===== config.mk =====
export PLATFORM = sky130hd
export DESIGN_NAME = vital_sign_frame_parser
export DESIGN_NICKNAME = d
export VERILOG_FILES = /design/src/rtl/core/vsfp_pkg.sv /design/src/rtl/core/vsfp_front.sv /design/src/rtl/core/vsfp_fifo.sv /design/src/rtl/core/vsfp_back.sv /design/src/rtl/core/vital_sign_frame_parser.sv
export SDC_FILE = /design/constraint.sdc
export NUM_CORES = 1
export LEC_CHECK = 0
export BUFFER_PORTS_ARGS = -buffer_cell sky130_fd_sc_hd__buf_2
export CORE_MARGIN = 5
export CORE_UTILIZATION = 45
export DETAILED_ROUTE_END_ITERATION = 8
export GPL_TIMING_DRIVEN = 0
export SYNTH_ARGS = -nofsm -noshare
export SYNTH_HDL_FRONTEND = slang
export SYNTH_SLANG_ARGS = --single-unit

===== constraint.sdc =====
create_clock -name clk -period 4.36 [get_ports clk]
set_input_delay 0.436 -clock clk [delete_from_list [all_inputs] [get_ports clk]]
set_output_delay 0.436 -clock clk [all_outputs]
set_load 0.05 [all_outputs]

===== src/rtl/core/vsfp_pkg.sv =====
`default_nettype none
// ----------------------------------------------------------------------------
// vsfp_pkg
// Shared types and constants for the vital sign frame parser.
// ----------------------------------------------------------------------------
package vsfp_pkg;

  localparam logic [63:0] SYNC_RESET   = 64'h0708050603040102;
  localparam logic [5:0]  MOTION_FIELD = 6'd33;
  localparam logic [5:0]  LAST_FIELD   = 6'd45;

  typedef struct packed {
    logic [5:0]  index;
    logic [31:0] value;
    logic        half;
  } field_req_t;

  function automatic logic is_half_field(input logic [5:0] idx);
    is_half_field = (idx == 6'd10) || (idx == 6'd11) ||
                    (idx == 6'd14) || (idx == 6'd15);
  endfunction

endpackage
`default_nettype wire


===== src/rtl/core/vsfp_front.sv =====
`default_nettype none
// ----------------------------------------------------------------------------
// vsfp_front
// Byte intake: magic word hunt, field assembly, completed field requests.
// ----------------------------------------------------------------------------
module vsfp_front (
  input  wire logic               clk,
  input  wire logic               rst,
  input  wire logic               cfg_we,
  input  wire logic [63:0]        cfg_wdata,
  input  wire logic               in_valid,
  output logic                    in_stall,
  input  wire logic [7:0]         rx_byte,
  input  wire logic               q_full,
  output logic                    q_push,
  output vsfp_pkg::field_req_t    q_req
);

  logic [63:0] sync_pattern;
  logic [55:0] sync_window;
  logic [55:0] sync_window_next;
  logic        locked;
  logic        locked_next;
  logic [5:0]  current_field;
  logic [5:0]  current_field_next;
  logic [1:0]  byte_in_field;
  logic [1:0]  byte_in_field_next;
  logic [23:0] partial_value;
  logic [23:0] partial_value_next;

  logic        accept;
  logic        half;
  logic        last_byte;
  logic [63:0] full_window;
  logic [31:0] shifted;
  logic [31:0] value;

  assign in_stall    = q_full;
  assign accept      = in_valid && !in_stall;
  assign half        = vsfp_pkg::is_half_field(current_field);
  assign last_byte   = half ? (byte_in_field == 2'd1) : (byte_in_field == 2'd3);
  assign full_window = {rx_byte, sync_window};
  assign shifted     = {24'd0, rx_byte} << {byte_in_field, 3'b000};
  assign value       = half ? (({8'd0, partial_value} | shifted) & 32'h0000_FFFF)
                            : ({8'd0, partial_value} | shifted);

  always_comb begin
    sync_window_next   = sync_window;
    locked_next        = locked;
    current_field_next = current_field;
    byte_in_field_next = byte_in_field;
    partial_value_next = partial_value;
    q_push             = 1'b0;
    q_req.index        = current_field;
    q_req.value        = value;
    q_req.half         = half;
    if (accept) begin
      if (!locked) begin
        if (full_window == sync_pattern) begin
          locked_next        = 1'b1;
          sync_window_next   = '0;
          current_field_next = '0;
          byte_in_field_next = '0;
          partial_value_next = '0;
        end else begin
          sync_window_next = full_window[63:8];
        end
      end else if (!last_byte) begin
        partial_value_next = partial_value | shifted[23:0];
        byte_in_field_next = byte_in_field + 2'd1;
      end else begin
        q_push             = 1'b1;
        partial_value_next = '0;
        byte_in_field_next = '0;
        if (current_field >= vsfp_pkg::LAST_FIELD) begin
          locked_next        = 1'b0;
          current_field_next = '0;
        end else begin
          current_field_next = current_field + 6'd1;
        end
      end
    end
  end

  always_ff @(posedge clk) begin
    if (rst) begin
      sync_pattern  <= vsfp_pkg::SYNC_RESET;
      sync_window   <= '0;
      locked        <= 1'b0;
      current_field <= '0;
      byte_in_field <= '0;
      partial_value <= '0;
    end else begin
      if (cfg_we) begin
        sync_pattern <= cfg_wdata;
      end
      sync_window   <= sync_window_next;
      locked        <= locked_next;
      current_field <= current_field_next;
      byte_in_field <= byte_in_field_next;
      partial_value <= partial_value_next;
    end
  end

endmodule
`default_nettype wire


===== src/rtl/core/vsfp_fifo.sv =====
`default_nettype none
// ----------------------------------------------------------------------------
// vsfp_fifo
// Short request queue between field assembly and result output.
// ----------------------------------------------------------------------------
module vsfp_fifo #(
  parameter int DEPTH = 2
) (
  input  wire logic               clk,
  input  wire logic               rst,
  input  wire logic               push,
  input  vsfp_pkg::field_req_t    push_req,
  input  wire logic               pop,
  output vsfp_pkg::field_req_t    pop_req,
  output logic                    full,
  output logic                    empty
);

  localparam int AW = (DEPTH > 1) ? $clog2(DEPTH) : 1;
  localparam int CW = $clog2(DEPTH + 1);

  vsfp_pkg::field_req_t entries [DEPTH];
  logic [AW-1:0] wptr;
  logic [AW-1:0] rptr;
  logic [CW-1:0] count;

  assign full    = (count == CW'(DEPTH));
  assign empty   = (count == '0);
  assign pop_req = entries[rptr];

  always_ff @(posedge clk) begin
    if (push) begin
      entries[wptr] <= push_req;
    end
  end

  always_ff @(posedge clk) begin
    if (rst) begin
      wptr  <= '0;
      rptr  <= '0;
      count <= '0;
    end else begin
      if (push) begin
        wptr <= (wptr == AW'(DEPTH - 1)) ? '0 : wptr + AW'(1);
      end
      if (pop) begin
        rptr <= (rptr == AW'(DEPTH - 1)) ? '0 : rptr + AW'(1);
      end
      if (push && !pop) begin
        count <= count + CW'(1);
      end else if (pop && !push) begin
        count <= count - CW'(1);
      end
    end
  end

endmodule
`default_nettype wire


===== src/rtl/core/vsfp_back.sv =====
`default_nettype none
// ----------------------------------------------------------------------------
// vsfp_back
// Result stage: pops field requests, tags them and holds the output register.
// ----------------------------------------------------------------------------
module vsfp_back (
  input  wire logic               clk,
  input  wire logic               rst,
  input  wire logic               q_empty,
  input  vsfp_pkg::field_req_t    q_req,
  output logic                    q_pop,
  output logic                    out_valid,
  input  wire logic               out_stall,
  output logic [5:0]              field_index,
  output logic [31:0]             field_value,
  output logic                    half_width,
  output logic                    record_complete,
  output logic                    frame_end
);

  logic load;

  assign load  = !out_valid || !out_stall;
  assign q_pop = load && !q_empty;

  always_ff @(posedge clk) begin
    if (rst) begin
      out_valid <= 1'b0;
    end else if (load) begin
      out_valid <= !q_empty;
    end
  end

  always_ff @(posedge clk) begin
    if (q_pop) begin
      field_index     <= q_req.index;
      field_value     <= q_req.value;
      half_width      <= q_req.half;
      record_complete <= (q_req.index == vsfp_pkg::MOTION_FIELD);
      frame_end       <= (q_req.index == vsfp_pkg::LAST_FIELD);
    end
  end

endmodule
`default_nettype wire


===== src/rtl/core/vital_sign_frame_parser.sv =====
`default_nettype none
// ----------------------------------------------------------------------------
// vital_sign_frame_parser
// Magic word synchronized parser for a fixed 46-field vital sign frame.
// ----------------------------------------------------------------------------
// Input channel: rx_byte with in_valid / in_stall, one byte per request.
// Output channel: one request per completed field (field_index, field_value,
//   half_width, record_complete, frame_end) with out_valid / out_stall.
// Config: cfg_we writes cfg_wdata into the 64-bit magic word; first received
//   byte sits in bits 7:0. Write only while the parser is idle.
// Throughput: one byte per cycle while in_stall is low, set by the field assembler.
// Path: a field's last byte is written into the queue, and the result stage
//   then loads it into the output register once out_stall allows.
// Receiver stall: the output register holds; the queue of FIFO_DEPTH entries
//   fills and in_stall rises when it is full.
// Reset: magic word returns to its default, the parser hunts, queue and
//   output are empty.
// ----------------------------------------------------------------------------
module vital_sign_frame_parser #(
  parameter int FIFO_DEPTH = 2
) (
  input  wire logic        clk,
  input  wire logic        rst,
  input  wire logic        cfg_we,
  input  wire logic [63:0] cfg_wdata,
  input  wire logic        in_valid,
  output logic             in_stall,
  input  wire logic [7:0]  rx_byte,
  output logic             out_valid,
  input  wire logic        out_stall,
  output logic [5:0]       field_index,
  output logic [31:0]      field_value,
  output logic             half_width,
  output logic             record_complete,
  output logic             frame_end
);

  vsfp_pkg::field_req_t push_req;
  vsfp_pkg::field_req_t pop_req;
  logic q_push;
  logic q_pop;
  logic q_full;
  logic q_empty;

  vsfp_front u_front (
    .clk       (clk),
    .rst       (rst),
    .cfg_we    (cfg_we),
    .cfg_wdata (cfg_wdata),
    .in_valid  (in_valid),
    .in_stall  (in_stall),
    .rx_byte   (rx_byte),
    .q_full    (q_full),
    .q_push    (q_push),
    .q_req     (push_req)
  );

  vsfp_fifo #(
    .DEPTH (FIFO_DEPTH)
  ) u_fifo (
    .clk      (clk),
    .rst      (rst),
    .push     (q_push),
    .push_req (push_req),
    .pop      (q_pop),
    .pop_req  (pop_req),
    .full     (q_full),
    .empty    (q_empty)
  );

  vsfp_back u_back (
    .clk             (clk),
    .rst             (rst),
    .q_empty         (q_empty),
    .q_req           (pop_req),
    .q_pop           (q_pop),
    .out_valid       (out_valid),
    .out_stall       (out_stall),
    .field_index     (field_index),
    .field_value     (field_value),
    .half_width      (half_width),
    .record_complete (record_complete),
    .frame_end       (frame_end)
  );

`ifndef NO_ASSERTIONS
  a_push_not_full: assert property (@(posedge clk) disable iff (rst)
    q_push |-> !q_full)
    else $error("field request pushed into a full queue");

  a_full_empty_excl: assert property (@(posedge clk) disable iff (rst)
    !(q_full && q_empty))
    else $error("queue reports full and empty at once");

  a_half_upper_zero: assert property (@(posedge clk) disable iff (rst)
    (out_valid && half_width) |-> (field_value[31:16] == 16'd0))
    else $error("half-width field carries upper bits");

  a_frame_end_index: assert property (@(posedge clk) disable iff (rst)
    (out_valid && frame_end) |-> (field_index == vsfp_pkg::LAST_FIELD))
    else $error("frame end flagged on a field other than the last");
`endif

endmodule
`default_nettype wire

* After elaboration in Yosys (flattened, before gate mapping)
Memory sizes are Yosys's and may differ from the RTL's. A register that Yosys moved wholly into a read port is not among the register bits.
Index checks and enable logic that the tools add are counted.
** Operators by class
- Reductions and logical operators :: 20
- $lt $le $gt $ge :: 1
- Add/subtract/negate cells :: 6
- Mux-type cells :: 28
- Equal/unequal tests :: 11
- Bitwise operators :: 3
- Shift operators :: 1
** Operator list (count)
- $mux 24 :: 3
- $eq 64x64->1 :: 1
- $mux 56 :: 1
- $mux 32 :: 1
- $or 24x32->32 :: 1
- $shl 8x5->32 :: 1
- $eq 6x4->1 const B :: 4
- $mux 6 :: 4
- $or 24x24->24 :: 1
- $mux 1 :: 14
- $eq 6x6->1 const B :: 2
- $mux 2 :: 5
- $add 6x1->6 const B :: 1
- $ge 6x6->1 const B :: 1
- $logic_not 1->1 :: 6
- $add 2x1->2 const B :: 2
- $eq 2x2->1 const B :: 2
- $logic_and 1x1->1 :: 4
- $logic_or 1x1->1 :: 4
- $reduce_and 2->1 :: 2
- $reduce_bool 2->1 :: 2
- $reduce_and 3->1 :: 1
- $add 1x1->1 const B :: 2
- $eq 2x1->1 const B :: 1
- 4 further kinds :: 4
** Storage, ports and cells
- Flip-flop bits (word level) :: 199
- Memories kept :: 1
- Word-level logic and storage cells :: 86
- Input port bits :: 77
- RAM bits :: 78
- Output and inout bits :: 43
** Memories
- u_fifo.entries :: words 2, width 39, rd ports 1, clocked after memory_dff 1, wr ports 1, RTL line vsfp_fifo.sv:22 : vsfp_pkg::field_req_t entries [DEPTH];

* Depth between registers and ports, before layout
Gate-level depths: netlist (run 1).
- Depth in word-level cells :: 12
- Mapped depth :: 9
- Gate-level depth less buffers :: 9

* By module
A second synthesis (run 1) with hierarchy kept.
** Unflattened totals
- Cells, all modules :: 928
- Area, all modules :: 10973.0 µm²
** By module, submodules not included
- vsfp_front :: sequential area each 3062.9 µm², cells each 736, area an instance 6661.4 µm², instances 1
- vsfp_fifo :: sequential area each 2442.3 µm², cells each 143, area an instance 3017.9 µm², instances 1
- vsfp_back :: sequential area each 1251.2 µm², cells each 49, area an instance 1293.7 µm², instances 1

* Worst setup path after synthesis (run 1)
OpenSTA, ideal clock, no wires.
- Path type :: register to register
- Start :: register u_front.current_field[0]
- End :: memory u_fifo.entries[0][0] (netlist name), enable pin
- Data arrival time :: 3.043 ns
- Setup slack :: 0.877 ns
- Path buffers :: 0
- Clock period less this slack :: 3.483 ns
- Stages on the path, launching flop included :: 7
- Setup time :: 0.440 ns
- Data required time :: 3.920 ns
- Cell sequence :: dfxtp_1 > inv_1 > ha_1 > nor2_1 > o41ai_1 > a21oi_2 > nor2b_1
** Between the ends
- Cells in the longest elaborated chain, start to end :: 10
- Elaborated cells between the ends (all ways) :: 13
- Those cells by class :: 4 x eq/ne; 6 x mux; 3 x reduce/logical
** Ends and longest elaborated chain
- start, declared :: RTL line vsfp_front.sv:24 : logic [5:0] current_field;
- start signal, assigned :: RTL line vsfp_front.sv:99 : current_field <= current_field_next;
- $eq 6x4->1 :: RTL line vsfp_pkg.sv:19 : is_half_field = (idx == 6'd10) || (idx == 6'd11) ||
- $logic_or 1x1->1 (2 in a row) :: RTL line vsfp_pkg.sv:19
- $logic_or 1x1->1 (*) :: RTL line vsfp_pkg.sv:20 : (idx == 6'd14) || (idx == 6'd15);
- $mux 1 (*) :: RTL line vsfp_front.sv:41 : assign last_byte = half ? (byte_in_field == 2'd1) : (byte_in_field == 2'd3);
- $mux 1 (*) :: RTL line vsfp_front.sv:68 : end else if (!last_byte) begin
- $mux 1 (*) :: RTL line vsfp_front.sv:58 : if (!locked) begin
- $mux 1 (*) :: RTL line vsfp_front.sv:57 : if (accept) begin
- named net q_push :: RTL line vital_sign_frame_parser.sv:40 : logic q_push;
- $mux 1 (*) :: RTL line vsfp_fifo.sv:32 : if (push) begin
- $mux 1 (not written as such) (*) :: RTL line vsfp_fifo.sv:33 : entries[wptr] <= push_req;
- end, declared :: RTL line vsfp_fifo.sv:22
Mark *: on every way through the listed nets, which the timed path passes. The rest lies on a longest branch.

* Worst setup path in the final report (run 1)
- Start :: register u_front.sync_window[5]
- End :: register u_front.sync_window[41]
** Between the ends
- Cells in the longest elaborated chain, start to end :: 2
** Ends and longest elaborated chain
- start, declared :: RTL line vsfp_front.sv:20 : logic [55:0] sync_window;
- start signal, assigned :: RTL line vsfp_front.sv:97 : sync_window <= sync_window_next;
- $eq 64x64->1 :: RTL line vsfp_front.sv:59 : if (full_window == sync_pattern) begin
- $mux 56 :: RTL line vsfp_front.sv:59
No other way between the ends.
A chain may end at the register's enable or synchronous reset.

==> results of run 1 <==
[layer usage]
metal / vias to the layer above / track usage (%) / routed length, microns
li1: 3673 / - / -
met3: 42 / 3.69 / 1290
met1: 3402 / 22.6 / 10800
met2: 180 / 29.6 / 12000
met4: 0 / 5.49 / 766
met5: - / 0 / 0
[power breakdown]
part	internal, mW	total [mW]	switching (mW)
logic	0.113	0.270	0.157
clock network	1.61	2.62	1.01
registers	2.74	2.78	0.0368
total	4.46	5.67	1.20
[worst max path at each step]
| stage | from | to | cells past startpoint |
|---|---|---|---|
| after global routing | u_front.sync_window[5] | u_front.sync_window[41] | 8 |
| final | u_front.sync_window[5] | u_front.sync_window[41] | 8 |
| after global placement | u_front.current_field[0] | u_fifo.entries[0][6] | 6 |
| after floorplan | u_front.current_field[0] | u_fifo.entries[0][0] | 6 |
| after CTS | u_front.sync_window[53] | u_front.sync_window[41] | 8 |
| after detailed placement | rx_byte[7] | u_front.sync_window[18] | 9 |
[layout make-up]
class | count | area, sq um | area share (%)
Buffer | 59 | 282 | 2.16
Clock buffer | 37 | 806 | 6.19
Clock inverter | 17 | 234 | 1.80
Inverter | 35 | 131 | 1.01
Multi-Input combinational cell | 609 | 3810 | 29.3
Sequential cell | 278 | 6760 | 51.9
Tap cell | 324 | 405 | 3.12
Timing Repair Buffer | 111 | 586 | 4.50
[stage by stage]
stage	std cells	TNS, ps	worst slack [ps]	hold WS [ps]
detailed placement	1416	0	1530	437
global placement	1414	-16340	-424	433
global route	1470	0	1560	96.8
CTS	1470	0	1730	88.1
floorplan	981	0	877	425
finish	1470	0	1750	105
[cell families after synthesis]
| group | count (synthesis) | share of synthesized area (%) |
|---|---|---|
| simple gates | 291 | 11.3 |
| flops | 278 | 61.6 |
| compound gates | 141 | 7.46 |
| mux | 104 | 9.93 |
| buf+inv | 94 | 3.76 |
| xor+xnor | 68 | 5.43 |
| fa+ha+maj | 5 | 0.570 |
[critical path, delay by kind of cell (launching register included)]
family                    cells  cell delay (ps)
DFF                           1              320
AOI/OAI and AO/OA             2              320
and+or+nand+nor               3             1060
buffers and inverters         2              400
xor gates and xnor gates      1              380
[sequential cells by signal, indices dropped and copies added, names as in the netlist, named ones only]
signal	count
u_fifo.wptr	1
u_front.current_field	6
u_front.sync_pattern	64
u_front.byte_in_field	2
u_back.field_index	6
u_back.frame_end	1
u_back.field_value	32
u_front.partial_value	24
u_back.half_width	1
u_fifo.entries	78
u_front.sync_window	56
u_fifo.rptr	1
u_back.record_complete	1
u_front.locked	1
u_back.out_valid	1
u_fifo.count	2
[cells in the final DEF, fill, tap and decap left out, types with 9 or more instances in the layout]
cell	count
sky130_fd_sc_hd__inv_1	34
sky130_fd_sc_hd__o211ai_1	19
sky130_fd_sc_hd__mux2i_1	65
sky130_fd_sc_hd__dfxtp_1	159
sky130_fd_sc_hd__o2111ai_1	9
sky130_fd_sc_hd__mux2_2	39
sky130_fd_sc_hd__a21oi_1	93
sky130_fd_sc_hd__edfxtp_1	119
sky130_fd_sc_hd__xnor2_1	66
sky130_fd_sc_hd__buf_1	11
sky130_fd_sc_hd__clkbuf_1	32
sky130_fd_sc_hd__nand2_1	167
sky130_fd_sc_hd__nand4_1	20
sky130_fd_sc_hd__nor2_1	76
sky130_fd_sc_hd__buf_2	121
sky130_fd_sc_hd__clkbuf_16	29
sky130_fd_sc_hd__and2_1	9
==> flow_summary.toml, run 1 <==
[detailed_routing]
finalWirelength_mm = 24.9
drt-initial-drc-count = 483
vias_per_cell = 4.96
routed-via-count = 7297
detail_route.drc_violations = 0
route.detailed.wl_per_inst_microns = 16.9
firstDrtPassIters = 5
detail-route-antenna-nets = 0

[placement]
dpl_cell_area_sq_mm = 0.0120
routabilityCongestion = 0.840
hpwlAfterDp_mm = 17.7
place.port_buffers = 109

[synth]
synth-async-reset-ratio_pct = 0
synth.largest_area_cell = "sky130_fd_sc_hd__edfxtp_1"
syn_area_per_cell_sq_um = 11.2
netlist_area_sq_mm = 0.0110
synth_most_common_cell = "sky130_fd_sc_hd__nand2_1"
synthTopCellsByCount = "167 x sky130_fd_sc_hd__nand2_1, 159 x sky130_fd_sc_hd__dfxtp_1, 119 x sky130_fd_sc_hd__edfxtp_1"
part_of_the_yosys_area_used_for_sequential_elements_pct = 61.6
syn-num-nets = 1063
synth_seq_cells = 278
yosysWarningCount = 0
synth-edff-count = 119
synth.top_cells.by_area = "sky130_fd_sc_hd__edfxtp_1 33%, sky130_fd_sc_hd__dfxtp_1 29%, sky130_fd_sc_hd__mux2i_1 5.9%, sky130_fd_sc_hd__nand2_1 5.7%, sky130_fd_sc_hd__xnor2_1 5.3%"
netlist_instances = 981
synth_cell_type_count = 39
synth_top_flop_cell = "sky130_fd_sc_hd__dfxtp_1"
post-synth-top-area-fraction_pct = 32.6

[timing]
timing_worst_slew_pin_value_ps = 863
grt_setup_unrepaired = "false"
final_hold_violation_count = 0
max_clock_freq_mhz = 384
final_period_util_pct = 59.8
finalSetupViolations = 0
post_layout_min_period_ps = 2610
final_max_slew_violation_count = 0
slew_headroom_pct = 42.5
timing.clock.skew_ps = 14.4

[worst_setup_path]
crit_path_start_kind = "flip-flop"
critPathKind = "reg2reg"
crit_path_top_delay_cell = "sky130_fd_sc_hd__nor4_1"
crit_path_max_fanout = 10
critical_path_arrival_ps = 3030
minimum_setup_slack_among_reg_to_reg_paths_ps = 1750
worst-endpoint-required_ps = 4780
reg2regPathDepth = 8
critical_path.cell_chain = "xnor2_1 -> nand4_1 -> nor4_1 -> nand4_2 -> o21ai_1 -> buf_4 -> buf_6 -> a21oi_1"
critPathCaptureType = "flip-flop"
critPathMaxStageDelay_ps = 570
timing.rr.start = "u_front.sync_window[5]"
critical_register_to_register_path_endpoint = "u_front.sync_window[41]"

[clocking]
clock_tree.buffer_depth = 3
cts_max_level = 1
cts_resized = 0
number_of_buffers_added_by_the_clock_tree_synthesis_step = 29
tritoncts = "done"
post_cts_buffers = 0
cts_hold_buf = 0
clock_sinks = 278
clock_tree_root_buffer_cell = "sky130_fd_sc_hd__clkbuf_16"
latest_clock_arrival_within_the_worst_skew_pair_ps = 550
worst_setup_hold_path_clk_slew_ps = 60

[cells_and_area]
antenna_cells = 0
finish.instance_area_sq_mm = 0.0130
fraction_of_final_layout_cells_sized_beyond_drive_strength_1_pct = 20.0
nNetsFinal = 1205
share_of_the_core_filled_with_cells_in_the_final_layout_pct = 53.8
area.growth.synth_to_final_pct = 18.6
num-fill-cells = 2138

[floorplan]
dieWidth_microns = 166
initial_utilization_pct = 45.4
design.core.area_sq_mm = 0.0242
die_y_microns = 166
pin_count = 120
rows = 57
fp.dieArea_sq_mm = 0.0276

[global_routing]
grt_first_pass_wirelength_mm = 39.1
grt.total_usage_pct = 17.5
gr-total-overflow = 0
maximum_number_of_pins_on_one_net_before_global_route_repair = 43
antenna_found_initial = 0
first_global_vias = 7117

[power]
report.power.total_mw = 5.67
p_per_area_mw_per_mm2 = 435
p_leak_nw = 4.68
peakVddDrop_mv = 0.290

[hold_path]
worst_hold_startpoint = "cfg_wdata[1]"
worst_hold_path_type = "in2reg"
min_delay_path_depth = 3
hold_end = "u_front.sync_pattern[1]"

[flow_run]
maxCapViolCount = 0

[status]
run_status = "complete, no violations"
(Power assumes the default switching activity.)
==> run 2: changes to the inputs <==
- PLACE_DENSITY: unset -> 0.66
- clock period: 4.36 -> 2.1 ns (I/O delays scaled with it)
==> run 2 against run 1 <==
The run now ends with setup timing left. Hold slack worse by 66 ps. Critical path depth unchanged. Clock skew about the same. First-iteration DRC count up 13%. Global-route usage up 1.2 points. Die area unchanged. Critical path type unchanged. Largest cell class unchanged.
==> flow_summary.toml, run 2 (same netlist as run 1, synthesis figures left out) <==
[timing]
fin_hold_ws_ps = 39.5
finalSetupViolations = 46
grt_setup_unrepaired = "true"
final_max_slew_violation_count = 0
timing.setup.tns_ps = -1440
fin_ws_ps = -51.8
timing.clock.skew_ps = 14.1
final_hold_violation_count = 0
slew_headroom_pct = 42.8
timing_worst_slew_pin_value_ps = 859
max_clock_freq_mhz = 465
final_period_util_pct = 102
post_layout_min_period_ps = 2150

[power]
peakVddDrop_mv = 0.508
p_leak_nw = 5.13
p_per_area_mw_per_mm2 = 826

[floorplan]
dieWidth_microns = 166
die_y_microns = 166
pin_count = 120
rows = 57
fp.dieArea_sq_mm = 0.0276
initial_utilization_pct = 45.4
design.core.area_sq_mm = 0.0242

[detailed_routing]
vias_per_cell = 5.05
firstDrtPassIters = 5
detail-route-antenna-nets = 0
routed-via-count = 7813
drt-initial-drc-count = 548
finalWirelength_mm = 26.6
route.detailed.wl_per_inst_microns = 17.2
detail_route.drc_violations = 0

[global_routing]
grt_first_pass_wirelength_mm = 42.0
antenna_found_initial = 0
gr-total-overflow = 0
grt.total_usage_pct = 18.7
first_global_vias = 7741
maximum_number_of_pins_on_one_net_before_global_route_repair = 43

[clocking]
worst_setup_hold_path_clk_slew_ps = 60
clock_tree.buffer_depth = 3
clock_sinks = 278
number_of_buffers_added_by_the_clock_tree_synthesis_step = 29
cts_max_level = 1
clock_tree_root_buffer_cell = "sky130_fd_sc_hd__clkbuf_16"
latest_clock_arrival_within_the_worst_skew_pair_ps = 550
tritoncts = "done"

[worst_setup_path]
critPathMaxStageDelay_ps = 370
critical_path.cell_chain = "xnor2_2 -> nand4_1 -> nor4_4 -> nand4_4 -> o21ai_4 -> buf_6 -> buf_6 -> a21oi_1"
critPathLaunch = "u_front.sync_window[53]"
crit_path_start_kind = "flip-flop"
crit_path_max_fanout = 10
critical_register_to_register_path_endpoint = "u_front.sync_window[46]"
critical_path_arrival_ps = 2580
worst-endpoint-required_ps = 2530
worstSetupEndpoint = "u_front.sync_window[46]"
critical-path-top-cell-by-count = "sky130_fd_sc_hd__buf_6"
minimum_setup_slack_among_reg_to_reg_paths_ps = -50
reg2regPathDepth = 8
crit_path_top_delay_cell = "sky130_fd_sc_hd__nor4_4"
critPathCaptureType = "flip-flop"
critPathKind = "reg2reg"
timing.rr.start = "u_front.sync_window[53]"

[cells_and_area]
antenna_cells = 0
flip_flop_count_of_the_largest_register_after_layout = 78
post_layout_nonfiller_instances = 1548
nNetsFinal = 1286
area.growth.synth_to_final_pct = 27.8
registers_with_the_most_flip_flops = "u_fifo.entries: 78 flops, u_front.sync_pattern: 64 flops, u_front.sync_window: 56 flops"
final_cell_mix = "167 x sky130_fd_sc_hd__nand2_1, 149 x sky130_fd_sc_hd__dfxtp_1, 121 x sky130_fd_sc_hd__buf_2"
fraction_of_final_layout_cells_sized_beyond_drive_strength_1_pct = 23.1
finish.instance_area_sq_mm = 0.0140
largest-register = "u_fifo.entries"
num-fill-cells = 2014
mostFrequentLayoutCell = "sky130_fd_sc_hd__nand2_1"

[hold_path]
worst_hold_path_type = "in2reg"

[placement]
dpl.cell_count = 1414
place.port_buffers = 109
dpl_cell_area_sq_mm = 0.0120
hpwlAfterDp_mm = 17.6
routabilityCongestion = 0.837

[status]
failed_checks = "setup timing"
run_status = "finished, violations left"

[flow_run]
maxCapViolCount = 0
## run 2: what timing repair did
action / 4_1_cts / 5_1_grt
hold buffers: 66 / 0
resized for setup: 33 / 33
pin swaps: 7 / 12
cloned: 4 / 0
buffers inserted: 10 / 3
endpoints found under the hold margin: 67 / 0
endpoints found under the setup margin: 190 / 136
## run 2: final cells by class
class / instances / area, sq um / area share (%)
Inverter: 35 / 134 / 0.955
Tap cell: 324 / 405 / 2.89
Clock inverter: 9 / 100 / 0.714
Multi-Input combinational cell: 612 / 4100 / 29.2
Timing Repair Buffer: 189 / 1320 / 9.43
Clock buffer: 42 / 865 / 6.17
Buffer: 59 / 322 / 2.29
Sequential cell: 278 / 6770 / 48.3
## run 2: how the worst min path moves through the flow
stage,from,to,slack (ps),depth (start not counted)
after floorplan,cfg_wdata[18],u_front.sync_pattern[18],340,2
after global placement,cfg_wdata[33],u_front.sync_pattern[33],420,3
after detailed placement,cfg_wdata[34],u_front.sync_pattern[34],430,3
after CTS,rx_byte[5],u_front.sync_window[53],40,3
after global routing,rx_byte[5],u_front.sync_window[53],40,3
final,rx_byte[5],u_front.sync_window[53],40,3
## run 2: power breakdown
group / switching (mW) / internal (mW) / leakage (nW)
logic: 0.364 / 0.336 / 2.32
registers: 0.0835 / 5.68 / 2.33
clock network: 2.03 / 3.08 / 0.479
## run 2: metrics by stage
| step | total power, mW | util [%] | worst slack (ps) |
|---|---|---|---|
| 4_1_cts | 11.6 | 57.4 | -18.4 |
| 5_1_grt | 12.0 | 58.0 | -114 |
| 2_1_floorplan | 6.21 | - | -66.5 |
| 6_report | 11.6 | 58.0 | -51.8 |
| 3_5_place_dp | 6.44 | 49.5 | -637 |
| 3_3_place_gp | 6.43 | 49.5 | -625 |
## run 2: worst max-delay path, delay by kind of cell (launching register included)
| kind | cells | cell delay, ps |
|---|---|---|
| simple gates | 3 | 850 |
| xor+xnor | 1 | 230 |
| compound gates | 2 | 270 |
| buf+inv | 2 | 320 |
| flops | 1 | 350 |
## run 2: routing by layer
metal	vias to the layer above	GRT usage (%)	wire, microns
met3	60	3.09	1200
met5	-	0	0
met1	3720	23.7	11100
met4	0	5.63	849
met2	191	32.9	13500
li1	3842	-	-
==> run 3: changes to the inputs <==
- PLACE_DENSITY: 0.66 -> 0.65
- clock period: 2.1 -> 1.7 ns (I/O delays scaled with it)
==> run 3 against run 2 <==
The flow still finishes with violations (setup timing). Count of clock-buffer cells in the layout down 6. Global-route usage rose by 0.50 points. Worst setup slack worse by 370 ps. Clock power rose by 17%. Final cell count rose by 2.5%. Die area is the same. Via count up 3.2%. Clock skew is essentially flat. Sequential power up 23%. Wire length increased by 6.8%. Register-to-register slack got worse by 370 ps. Largest cell class unchanged.
==> flow_summary.toml, run 3 (same netlist as run 1, synthesis figures left out) <==
[power]
p_leak_nw = 5.38
peakVddDrop_mv = 0.641
clkPwrFrac_pct = 42.5
power.sequential.fraction_pct = 50.7
pwr-share-comb_pct = 6.8
power.share.switching_pct = 22.6
p_per_area_mw_per_mm2 = 944
power_switching_mw = 3.18
power.internal_mw = 10.9

[clocking]
clock_tree_root_buffer_cell = "sky130_fd_sc_hd__clkbuf_16"
cts_max_level = 1
worst_setup_hold_path_clk_slew_ps = 60
tritoncts = "done"
clock_sinks = 278
number_of_buffers_added_by_the_clock_tree_synthesis_step = 29
latest_clock_arrival_within_the_worst_skew_pair_ps = 560
clock_tree.buffer_depth = 3

[global_routing]
grt_first_pass_wirelength_mm = 42.6
gr-total-overflow = 0
first_global_vias = 7812
antenna_found_initial = 0
maximum_number_of_pins_on_one_net_before_global_route_repair = 43
grt.total_usage_pct = 19.2

[hold_path]
worst_hold_path_type = "in2reg"
worst_hold_startpoint = "rx_byte[4]"

[cells_and_area]
multiInputGateArea_sq_mm = 0.00443
final_cell_mix = "166 x sky130_fd_sc_hd__nand2_1, 140 x sky130_fd_sc_hd__dfxtp_1, 119 x sky130_fd_sc_hd__edfxtp_1"
largest-register = "u_fifo.entries"
area.growth.synth_to_final_pct = 35.6
antenna_cells = 0
num-fill-cells = 1860
final-seq-area_sq_mm = 0.00679
flip_flop_count_of_the_largest_register_after_layout = 78
mostFrequentLayoutCell = "sky130_fd_sc_hd__nand2_1"
registers_with_the_most_flip_flops = "u_fifo.entries: 78 flops, u_front.sync_pattern: 64 flops, u_front.sync_window: 56 flops"
nNetsFinal = 1323
fraction_of_final_layout_cells_sized_beyond_drive_strength_1_pct = 31.9

[detailed_routing]
route.detailed.wl_per_inst_microns = 17.9
finalWirelength_mm = 28.4
vias_per_cell = 5.08
detail_route.drc_violations = 0
drt-initial-drc-count = 564
routed-via-count = 8060
firstDrtPassIters = 5
detail-route-antenna-nets = 0

[timing]
finalSetupViolations = 170
post_layout_min_period_ps = 2120
final_period_util_pct = 125
fin_ws_ps = -421
timing.clock.skew_ps = 14.6
final_hold_violation_count = 0
slew_headroom_pct = 42.7
grt_setup_unrepaired = "true"
max_clock_freq_mhz = 471
fin_hold_ws_ps = 17.4
final_max_slew_violation_count = 0
timing_worst_slew_pin_value_ps = 859

[placement]
hpwlAfterDp_mm = 17.9
routabilityCongestion = 0.836
detailedPlace.worstSlack_ps = -1040
place.port_buffers = 109

[floorplan]
rows = 57
die_y_microns = 166
design.core.area_sq_mm = 0.0242
initial_utilization_pct = 45.4
dieWidth_microns = 166
fp.dieArea_sq_mm = 0.0276
pin_count = 120

[worst_setup_path]
crit_path_max_fanout = 10
critical_path_arrival_ps = 2560
critPathCaptureType = "flip-flop"
critical_path.cell_chain = "xnor2_4 -> nand4_1 -> nor4_4 -> nand4_4 -> o21ai_2 -> buf_6 -> buf_12 -> buf_12 -> a21oi_2"
critical-path-top-cell-by-count = "sky130_fd_sc_hd__buf_12"
timing.critical_path.buf_inv = 3
path_delay_family = "simple AND/OR/NAND/NOR gates"
worst-endpoint-required_ps = 2140
crit_path_start_kind = "flip-flop"
crit_path_top_delay_cell = "sky130_fd_sc_hd__nor4_4"
timing.rr.start = "u_front.sync_window[53]"
critPathMaxStageDelay_ps = 420
critPathLaunch = "u_front.sync_window[53]"
critPathKind = "reg2reg"

[status]
failed_checks = "setup timing"
run_status = "finished, violations left"

[flow_run]
maxCapViolCount = 0
-- run 3: changes by cell type in the layout (fill, tap and decap cells not counted), moves of 7 or more --
cell and change:
sky130_fd_sc_hd__buf_6 +21, sky130_fd_sc_hd__buf_12 +9, sky130_fd_sc_hd__a21oi_2 +58, sky130_fd_sc_hd__a21oi_1 -58
sky130_fd_sc_hd__clkbuf_8 -7, sky130_fd_sc_hd__dfxtp_1 -9
-- run 3: worst paths after layout --
check	end	slack, ps	cells after the start
max	u_front.sync_window[25]	-420	9
min	u_front.sync_window[52]	20	3
max reg2reg	u_front.sync_window[25]	-420	9
min reg2reg	u_front.partial_value[20]	450	2
-- run 3: stage by stage --
step / cell area, sq um / utilization [%] / total power, mW / TNS, ps / cells
floorplan: 11300 / - / 7.70 / -36040 / 981
global placement: 12200 / 50.5 / 7.98 / -173990 / 1414
detailed placement: 12200 / 50.5 / 7.99 / -174270 / 1414
CTS: 14400 / 59.4 / 14.1 / -47440 / 1567
global route: 14900 / 61.5 / 14.5 / -61380 / 1587
finish: 14900 / 61.5 / 14.0 / -50940 / 1587
-- run 3: power by group through the flow --
stage          registers (mW)  clock network, mW  logic, mW
6_report                 7.12               5.97      0.949
5_1_grt                  7.13               6.37       1.03
4_1_cts                  7.12               6.07      0.919
3_5_place_dp             7.26                  0      0.727
3_3_place_gp             7.26                  0      0.722
2_1_floorplan            7.22                  0      0.480
-- run 3: final cells by class --
cell class / instances / share of cell area (%)
timing repair inverter: 1 / 0.0505
multi-input combinational: 615 / 29.8
buffer: 58 / 2.57
tap: 324 / 2.72
clock buffer: 36 / 5.19
inverter: 35 / 0.925
sequential: 278 / 45.7
timing repair buffer: 223 / 12.2
clock inverter: 17 / 0.858
-- run 3: layer usage --
metal	GRT usage (%)	vias up	part of all wire, %
met5	0	-	0
met4	7.25	0	4.0
met3	3.31	67	4.7
met2	33.9	226	50
met1	23.6	3850	41
li1	-	3917	-
-- run 3: what timing repair did --
item / CTS / global route
buffers inserted: 26 / 15
resized for setup: 55 / 87
endpoints found under the hold margin: 70 / 0
endpoints found under the setup margin: 262 / 267
hold buffers: 69 / 0
pin swaps: 15 / 37
cloned: 5 / 9
-- run 3: worst min-delay path: cells and delay by family --
family          cells  cell delay, ps
buf+inv             1             190
simple gates        1             110
compound gates      1              50
